===== src/hw/rtl/rcl_pkg.sv =====
// Shared types, codes and character helpers for the RGB command-line parser.
package rcl_pkg;

	localparam int LINE_LIMIT = 63;
	localparam int CNT_W      = $clog2(LINE_LIMIT);
	localparam int FIFO_DEPTH = 4;
	localparam int PTR_W      = $clog2(FIFO_DEPTH);
	localparam int FILL_W     = $clog2(FIFO_DEPTH + 1);

	localparam logic [7:0] CH_CR    = 8'h0D;
	localparam logic [7:0] CH_LF    = 8'h0A;
	localparam logic [7:0] CH_SPACE = 8'h20;
	localparam logic [7:0] CH_TAB   = 8'h09;
	localparam logic [7:0] CH_PLUS  = 8'h2B;
	localparam logic [7:0] CH_MINUS = 8'h2D;
	localparam logic [7:0] CH_ZERO  = 8'h30;
	localparam logic [7:0] CH_NINE  = 8'h39;

	localparam logic [8:0] ACC_SAT  = 9'd256;
	localparam logic [8:0] ACC_MAX  = 9'd255;

	typedef enum logic [2:0] {
		ST_WRITE   = 3'd0,
		ST_EMPTY   = 3'd1,
		ST_UNKNOWN = 3'd2,
		ST_MISSING = 3'd3,
		ST_BAD     = 3'd4
	} status_t;

	typedef enum logic [1:0] {
		CHAN_RED   = 2'd0,
		CHAN_GREEN = 2'd1,
		CHAN_BLUE  = 2'd2
	} chan_t;

	typedef enum logic {
		KIND_ECHO = 1'b0,
		KIND_CMD  = 1'b1
	} kind_t;

	typedef enum logic [1:0] {
		AS_LEAD   = 2'd0,
		AS_SIGN   = 2'd1,
		AS_DIGITS = 2'd2,
		AS_ERROR  = 2'd3
	} arg_stage_t;

	// One classified byte: its echo and, when it ends a line, the command result.
	typedef struct packed {
		logic [7:0] echo;
		logic       done;
		status_t    status;
		chan_t      channel;
		logic [7:0] brightness;
	} rcl_item_t;

	function automatic logic red_hit(input logic [2:0] pos, input logic [7:0] c);
		logic hit;
		unique case (pos)
			3'd0:    hit = (c == 8'h72);
			3'd1:    hit = (c == 8'h65);
			3'd2:    hit = (c == 8'h64);
			default: hit = 1'b0;
		endcase
		return hit;
	endfunction

	function automatic logic green_hit(input logic [2:0] pos, input logic [7:0] c);
		logic hit;
		unique case (pos)
			3'd0:    hit = (c == 8'h67);
			3'd1:    hit = (c == 8'h72);
			3'd2:    hit = (c == 8'h65);
			3'd3:    hit = (c == 8'h65);
			3'd4:    hit = (c == 8'h6E);
			default: hit = 1'b0;
		endcase
		return hit;
	endfunction

	function automatic logic blue_hit(input logic [2:0] pos, input logic [7:0] c);
		logic hit;
		unique case (pos)
			3'd0:    hit = (c == 8'h62);
			3'd1:    hit = (c == 8'h6C);
			3'd2:    hit = (c == 8'h75);
			3'd3:    hit = (c == 8'h65);
			default: hit = 1'b0;
		endcase
		return hit;
	endfunction

endpackage


===== src/hw/rtl/rcl_front.sv =====
// Front end: accepts bytes, tracks the line parse and classifies each byte.
module rcl_front (
	input  logic              clk,
	input  logic              arst_n,
	input  logic              in_valid,
	output logic              in_ready,
	input  logic [7:0]        rx_byte,
	input  logic              q_full,
	output logic              q_push,
	output rcl_pkg::rcl_item_t q_item
);
	import rcl_pkg::*;

	logic [CNT_W-1:0] count_q;
	logic [2:0]       name_pos_q, n_name_pos;
	logic             in_arg_q, n_in_arg;
	logic [2:0]       match_q, n_match;
	logic             arg_seen_q, n_arg_seen;
	arg_stage_t       stage_q, n_stage;
	logic             neg_q, n_neg;
	logic [8:0]       acc_q, n_acc;

	logic             is_cr, is_space, is_digit, end_line;
	logic [11:0]      prod;
	status_t          status;
	chan_t            chan;

	assign in_ready = !q_full;
	assign q_push   = in_valid && in_ready;

	assign is_cr    = (rx_byte == CH_CR);
	assign is_space = (rx_byte == CH_SPACE) || (rx_byte >= CH_TAB && rx_byte <= CH_CR);
	assign is_digit = (rx_byte >= CH_ZERO) && (rx_byte <= CH_NINE);
	assign end_line = is_cr || (count_q == CNT_W'(LINE_LIMIT - 1));
	assign prod     = 12'({3'b000, acc_q} * 12'd10) + {8'h00, rx_byte[3:0]};

	// Parse state after this byte; a carriage return leaves it untouched.
	always_comb begin
		n_name_pos = name_pos_q;
		n_in_arg   = in_arg_q;
		n_match    = match_q;
		n_arg_seen = arg_seen_q;
		n_stage    = stage_q;
		n_neg      = neg_q;
		n_acc      = acc_q;
		if (!is_cr) begin
			if (in_arg_q) begin
				n_arg_seen = 1'b1;
				unique case (stage_q)
					AS_LEAD: begin
						if (is_space) begin
							n_stage = AS_LEAD;
						end else if (rx_byte == CH_PLUS || rx_byte == CH_MINUS) begin
							n_neg   = (rx_byte == CH_MINUS);
							n_stage = AS_SIGN;
						end else if (is_digit) begin
							n_stage = AS_DIGITS;
							n_acc   = {5'd0, rx_byte[3:0]};
						end else begin
							n_stage = AS_ERROR;
						end
					end
					AS_SIGN, AS_DIGITS: begin
						if (!is_digit) begin
							n_stage = AS_ERROR;
						end else begin
							n_stage = AS_DIGITS;
							n_acc   = (prod > 12'(ACC_SAT)) ? ACC_SAT : prod[8:0];
						end
					end
					default: n_stage = AS_ERROR;
				endcase
			end else if (rx_byte == CH_SPACE) begin
				n_in_arg = 1'b1;
			end else begin
				n_match[0] = match_q[0] && red_hit(name_pos_q, rx_byte);
				n_match[1] = match_q[1] && green_hit(name_pos_q, rx_byte);
				n_match[2] = match_q[2] && blue_hit(name_pos_q, rx_byte);
				if (name_pos_q != 3'd7) begin
					n_name_pos = name_pos_q + 3'd1;
				end
			end
		end
	end

	// Command result from the parse state after this byte.
	always_comb begin
		chan = CHAN_RED;
		priority if (n_name_pos == 3'd0) begin
			status = ST_EMPTY;
		end else if (n_match == 3'b000) begin
			status = ST_UNKNOWN;
		end else if (!n_in_arg || !n_arg_seen) begin
			status = ST_MISSING;
		end else if (n_stage != AS_DIGITS ||
				(n_neg ? (n_acc != 9'd0) : (n_acc > ACC_MAX))) begin
			status = ST_BAD;
		end else begin
			status = ST_WRITE;
			priority if (n_match[0]) begin
				chan = CHAN_RED;
			end else if (n_match[1]) begin
				chan = CHAN_GREEN;
			end else begin
				chan = CHAN_BLUE;
			end
		end
	end

	always_comb begin
		q_item.echo       = is_cr ? CH_LF : rx_byte;
		q_item.done       = end_line;
		q_item.status     = status;
		q_item.channel    = chan;
		q_item.brightness = (status == ST_WRITE) ? n_acc[7:0] : 8'h00;
	end

	always_ff @(posedge clk or negedge arst_n) begin
		if (!arst_n) begin
			count_q    <= '0;
			name_pos_q <= 3'd0;
			in_arg_q   <= 1'b0;
			match_q    <= 3'b111;
			arg_seen_q <= 1'b0;
			stage_q    <= AS_LEAD;
			neg_q      <= 1'b0;
			acc_q      <= 9'd0;
		end else if (q_push) begin
			if (end_line) begin
				count_q    <= '0;
				name_pos_q <= 3'd0;
				in_arg_q   <= 1'b0;
				match_q    <= 3'b111;
				arg_seen_q <= 1'b0;
				stage_q    <= AS_LEAD;
				neg_q      <= 1'b0;
				acc_q      <= 9'd0;
			end else begin
				count_q    <= count_q + CNT_W'(1);
				name_pos_q <= n_name_pos;
				in_arg_q   <= n_in_arg;
				match_q    <= n_match;
				arg_seen_q <= n_arg_seen;
				stage_q    <= n_stage;
				neg_q      <= n_neg;
				acc_q      <= n_acc;
			end
		end
	end

endmodule


===== src/hw/rtl/rcl_fifo.sv =====
// Short queue of classified bytes between the front and back ends.
module rcl_fifo (
	input  logic               clk,
	input  logic               arst_n,
	input  logic               push,
	input  rcl_pkg::rcl_item_t push_item,
	output logic               full,
	input  logic               pop,
	output logic               not_empty,
	output rcl_pkg::rcl_item_t head
);
	import rcl_pkg::*;

	rcl_item_t         mem_q [FIFO_DEPTH];
	logic [PTR_W-1:0]  wr_q, rd_q;
	logic [FILL_W-1:0] fill_q;

	assign full      = (fill_q == FILL_W'(FIFO_DEPTH));
	assign not_empty = (fill_q != '0);
	assign head      = mem_q[rd_q];

	always_ff @(posedge clk) begin
		if (push) begin
			mem_q[wr_q] <= push_item;
		end
	end

	always_ff @(posedge clk or negedge arst_n) begin
		if (!arst_n) begin
			wr_q   <= '0;
			rd_q   <= '0;
			fill_q <= '0;
		end else begin
			if (push) begin
				wr_q <= wr_q + PTR_W'(1);
			end
			if (pop) begin
				rd_q <= rd_q + PTR_W'(1);
			end
			if (push && !pop) begin
				fill_q <= fill_q + FILL_W'(1);
			end else if (pop && !push) begin
				fill_q <= fill_q - FILL_W'(1);
			end
		end
	end

`ifndef SYNTHESIS
	a_no_overrun: assert property (@(posedge clk) disable iff (!arst_n)
		full |-> !push) else $error("queue written while full");
	a_no_underrun: assert property (@(posedge clk) disable iff (!arst_n)
		!not_empty |-> !pop) else $error("queue read while empty");
	a_fill_range: assert property (@(posedge clk) disable iff (!arst_n)
		fill_q <= FILL_W'(FIFO_DEPTH)) else $error("queue fill out of range");
`endif

endmodule


===== src/hw/rtl/rcl_back.sv =====
// Back end: turns each queued byte into its echo beat and any command result beat.
module rcl_back (
	input  logic               clk,
	input  logic               arst_n,
	input  rcl_pkg::rcl_item_t head,
	input  logic               head_valid,
	output logic               pop,
	output logic               out_valid,
	input  logic               out_ready,
	output logic               kind,
	output logic [7:0]         echo_byte,
	output logic [2:0]         status,
	output logic [1:0]         channel,
	output logic [7:0]         brightness,
	output logic               last
);
	import rcl_pkg::*;

	rcl_item_t cur_q;
	logic      busy_q;
	kind_t     phase_q;
	logic      advance;

	assign out_valid  = busy_q;
	assign kind       = phase_q;
	assign echo_byte  = (phase_q == KIND_CMD) ? 8'h00 : cur_q.echo;
	assign status     = (phase_q == KIND_CMD) ? cur_q.status : ST_WRITE;
	assign channel    = (phase_q == KIND_CMD) ? cur_q.channel : CHAN_RED;
	assign brightness = (phase_q == KIND_CMD) ? cur_q.brightness : 8'h00;
	assign last       = (phase_q == KIND_CMD) || !cur_q.done;

	// Take the next byte once the current one has sent its final beat.
	assign advance = !busy_q || (out_ready && last);
	assign pop     = advance && head_valid;

	always_ff @(posedge clk) begin
		if (pop) begin
			cur_q <= head;
		end
	end

	always_ff @(posedge clk or negedge arst_n) begin
		if (!arst_n) begin
			busy_q  <= 1'b0;
			phase_q <= KIND_ECHO;
		end else if (advance) begin
			busy_q  <= head_valid;
			phase_q <= KIND_ECHO;
		end else if (out_ready) begin
			phase_q <= KIND_CMD;
		end
	end

`ifndef SYNTHESIS
	a_echo_clean: assert property (@(posedge clk) disable iff (!arst_n)
		out_valid && (kind == KIND_ECHO) |-> (status == ST_WRITE) && (brightness == 8'h00))
		else $error("echo beat carries command fields");
	a_cmd_last: assert property (@(posedge clk) disable iff (!arst_n)
		out_valid && (kind == KIND_CMD) |-> last)
		else $error("command beat not marked last");
	a_cmd_follows: assert property (@(posedge clk) disable iff (!arst_n)
		out_valid && out_ready && !last |=> out_valid && (kind == KIND_CMD))
		else $error("command beat did not follow its echo");
`endif

endmodule


===== src/hw/rtl/rgb_command_line_parser.sv =====
// Top level of the RGB command-line parser: front end, queue and back end.
// An accepted byte passes through the queue into the back end's output register, which
// shows its echo beat; a carriage return or the byte that fills the line adds a command
// beat after the echo. Throughput: one byte per cycle while out_ready is high, limited
// by the single output register; a line-ending byte sends an echo and a command beat.
// Reset clears the line parse state and empties the four-entry queue at once.
module rgb_command_line_parser (
	input  logic       clk,
	input  logic       arst_n,
	input  logic       in_valid,
	output logic       in_ready,
	input  logic [7:0] rx_byte,
	output logic       out_valid,
	input  logic       out_ready,
	output logic       kind,
	output logic [7:0] echo_byte,
	output logic [2:0] status,
	output logic [1:0] channel,
	output logic [7:0] brightness,
	output logic       last
);
	import rcl_pkg::*;

	rcl_item_t push_item, head;
	logic      push, full, pop, not_empty;

	rcl_front u_front (
		.clk      (clk),
		.arst_n   (arst_n),
		.in_valid (in_valid),
		.in_ready (in_ready),
		.rx_byte  (rx_byte),
		.q_full   (full),
		.q_push   (push),
		.q_item   (push_item)
	);

	rcl_fifo u_fifo (
		.clk       (clk),
		.arst_n    (arst_n),
		.push      (push),
		.push_item (push_item),
		.full      (full),
		.pop       (pop),
		.not_empty (not_empty),
		.head      (head)
	);

	rcl_back u_back (
		.clk        (clk),
		.arst_n     (arst_n),
		.head       (head),
		.head_valid (not_empty),
		.pop        (pop),
		.out_valid  (out_valid),
		.out_ready  (out_ready),
		.kind       (kind),
		.echo_byte  (echo_byte),
		.status     (status),
		.channel    (channel),
		.brightness (brightness),
		.last       (last)
	);

endmodule


===== config.mk =====
export PLATFORM = sky130hd
export DESIGN_NAME = rgb_command_line_parser
export DESIGN_NICKNAME = d
export VERILOG_FILES = /design/src/hw/rtl/rcl_pkg.sv /design/src/hw/rtl/rcl_front.sv /design/src/hw/rtl/rcl_fifo.sv /design/src/hw/rtl/rcl_back.sv /design/src/hw/rtl/rgb_command_line_parser.sv
export SDC_FILE = /design/constraint.sdc
export NUM_CORES = 1
export LEC_CHECK = 0
export BUFFER_PORTS_ARGS = -buffer_cell sky130_fd_sc_hd__clkbuf_2
export CORE_MARGIN = 2
export CORE_UTILIZATION = 60
export DETAILED_ROUTE_END_ITERATION = 10
export PLACE_DENSITY = 0.78
export SYNTH_ARGS = -nofsm -noshare
export SYNTH_HDL_FRONTEND = slang
export SYNTH_SLANG_ARGS = --single-unit
export TNS_END_PERCENT = 1

===== constraint.sdc =====
create_clock -name clk -period 5 [get_ports clk]
set_input_delay 0.25 -clock clk [delete_from_list [all_inputs] [get_ports clk]]
set_output_delay 0.25 -clock clk [all_outputs]
set_load 0.02 [all_outputs]

==> results_dict.tcl <==
set metrics [dict create \
    synth_nets 641 \
    violations "negative hold slack" \
    die_y_um 116 \
    power_frac_seq 0.408 \
    drcViolationCount 0 \
    stdcell_count 809 \
    gp_congestion 0.916 \
    drv_slew 0 \
    pwr-share-comb 0.319 \
    io_pins 37 \
    fin_crit_ns 4.21 \
    fin_skew_ns 0.00769 \
    cts_sinks 145 \
    tightest_slew_ns 1.06 \
    cts_tree "done" \
    crit_arrival_ns 4.39 \
    crit_start "u_front.acc_q[1]" \
    p_int_uw 3130 \
    fin_hold_ws_ns -0.00643 \
    std_cell_rows 40 \
    die-area_um2 13400 \
    numCtsBuffers 17 \
    synthCells 596 \
    vdd_drop_max_uv 216 \
    synth_edf_count 110 \
    grt.overflow.total 0 \
    yosys_register_bits 145 \
    rrSetupSlack_ns 0.79 \
    wl_per_cell_um 19.9 \
    ctsHtreeMaxLevel 4 \
    syn_area_um2 7510 \
    seq_area_frac_synth 0.557 \
    start_util 0.620 \
    syn_to_final_growth_pct 12.2 \
    postRouteAntennaNets 0 \
    timing.final.crit_share 0.841 \
    die_w_um 116 \
    critical_path_class "reg -> reg" \
    io_buffers 36 \
    cts-root-buf "clkbuf_16" \
    synthArstFlopShare 0.241 \
    dpl_cell_area_um2 7820 \
    grt_pass1_vias 4940 \
    clk_latency_ns 0.43 \
    synth_top_flop_cell "edfxtp_1" \
    clockPowerShare 0.273 \
    swShare 0.341 \
    grt_max_degree 36 \
    holdCritPathClass "in -> async" \
    status "complete, but fails checks" \
    p_per_area_nw_per_um2 564 \
    crit_required_ns 5.18 \
    setup_viol 0 \
    clock.fmax_mhz 238 \
    drt_iter0_markers 523 \
    setup_slack_ns 0.794 \
    synthTopCellsByArea "edfxtp_1 44%, dfrtp_1 11%, mux4_2 6.6%" \
    via_per_inst 6.25 \
    yosysTopAreaCellShare 0.440 \
    end_kind "register" \
    via_count 5053 \
    first_pass_iters 5 \
    coreArea_um2 12100 \
    drt_wl_total_um 16100 \
    report.power.total_uw 4750 \
    yosysUniqueCellTypes 76 \
    cts_resized 0 \
    start_kind "register" \
    holdBufCountCts 0 \
    yosysWarnings 0 \
    maxCapViolCount 0 \
    post_cts_buffers 0 \
    critPathMaxFanout 6 \
    grt_antenna_before_repair 0 \
    clkSlewWorstSetupHoldPaths_ns 0.06 \
    hold_viol_final 5 \
    dp_hpwl_um 10800 \
    rr_startpoint "u_front.acc_q[1]" \
    synth.avg_cell_area_um2 12.6 \
    place_ws_ns 0.846 \
    drive_gt1_frac 0.189 \
    cts_buffer_depth 2 \
    yosysTopAreaCell "edfxtp_1" \
    finalInstanceArea_um2 8420 \
    n_antenna_cell 0 \
    nets 673 \
    dp.cells 777 \
    rsz0062_at_grt "false" \
    grt_first_pass_wirelength_um 25800 \
    grt_use_total 0.259 \
    p_leak_uw 0.00318 \
    finalSetupTns_ns 0 \
    switchingPower_uw 1620 \
    max-slew-margin-rel 0.295 \
]
cells by family after synthesis:
family / Yosys count / synth area share
simple gates: 192 / 0.142
flops: 145 / 0.557
buf+inv: 49 / 0.0275
xor+xnor: 17 / 0.0198
fa+ha+maj: 33 / 0.0580
mux: 26 / 0.0718
compound gates: 134 / 0.124
sequential cells by signal, summed over array words and instances, names as in the netlist:
| name | cells |
|---|---|
| u_fifo.mem_q | 88 |
| u_back.cur_q | 22 |
| u_front.stage_q | 2 |
| u_front.name_pos_q | 3 |
| u_fifo.fill_q | 3 |
| u_front.in_arg_q | 1 |
| u_front.acc_q | 9 |
| u_front.arg_seen_q | 1 |
| u_fifo.rd_q | 2 |
| u_fifo.wr_q | 2 |
| u_front.match_q | 3 |
| u_front.neg_q | 1 |
| u_back.out_valid | 1 |
| u_back.kind | 1 |
| u_front.count_q | 6 |
final timing paths:
kind	to	depth (start not counted)
worst min register to register	u_front.count_q[5]	1
min in group clk	u_back.kind	3
worst max-delay path	u_fifo.mem_q[0][8]	11
max in group asynchronous	u_front.arg_seen_q	1
worst max register to register	u_fifo.mem_q[0][8]	11
worst min-delay path	u_front.acc_q[3]	1
cells in the final DEF (no fill, tap or decap), types with 18 or more instances in the layout:
cell type | Yosys | layout
nor3_1 | 18 | 18
ha_1 | 30 | 30
a21oi_1 | 32 | 32
nor2_1 | 29 | 29
clkbuf_2 | 0 | 36
inv_1 | 18 | 18
nand2_1 | 49 | 49
o21ai_0 | 33 | 33
dfrtp_1 | 32 | 32
edfxtp_1 | 110 | 110
and2_1 | 18 | 18
mux4_2 | 22 | 22
cells in the mapped netlist (all sizes together), types with 3 or more instances:
cell	number
or2	3
and4	3
o211ai	5
a211oi	6
nor2	30
inv	18
a41oi	3
dfstp	3
and3	9
nor2b	12
a32o	4
fa	3
o21a	3
nand2b	5
nand3b	5
ha	30
nand3	11
o21ai	39
clkbuf	20
nor3b	3
nand4b	4
a31oi	4
nand4	5
and2	18
o2111ai	3
dfrtp	32
a21oi	32
a21o	5
mux4	22
xor2	8
or3	4
o31ai	4
nor4	3
nand2	50
buf	9
xnor2	9
a22oi	4
o31a	3
mux2	3
edfxtp	110
nor3	20
layout make-up:
type / count / area [µm²]
Clock inverter: 15 / 180
Timing Repair Buffer: 43 / 233
Clock buffer: 17 / 425
Multi-Input combinational cell: 402 / 3120
Tap cell: 168 / 210
Fill cell: 862 / 3690
Sequential cell: 145 / 4180
Inverter: 19 / 71.3
power groups by stage:
stage	registers [µW]	clock network (µW)	logic, µW
4_1_cts	1940	1310	1530
6_report	1940	1300	1520
2_1_floorplan	1850	0	1170
3_3_place_gp	1930	0	1460
3_5_place_dp	1960	0	1500
5_1_grt	1980	1360	1680
per-layer routing:
metal  track usage  routed length [µm]  vias to the layer above
li1              -                   -                     2353
met1         0.339                6880                     2482
met2         0.425                8010                      193
met3        0.0696                 942                       25
met4        0.0865                 271                        0
met5             0                   0                        -
per-stage QoR:
stage / hold WS (ns) / utilization
after global placement: 0.462 / 0.645
after detailed placement: 0.469 / 0.645
after CTS: 0.0210 / 0.695
after global routing: 0.0641 / 0.695
after floorplan: -0.0456 / -
final: -0.00643 / 0.695
critical path, stage by stage (launching register included):
cell and delay, ns:
dfrtp_1 0.46, ha_1 0.33, ha_1 0.26, fa_1 0.49
xnor2_1 0.30, or4_1 0.23, nand4_1 0.08, or3_1 0.32
a211oi_1 0.44, o2111a_1 0.31, o211ai_1 0.25, nor4b_2 0.51
(Power assumes the default switching activity.)
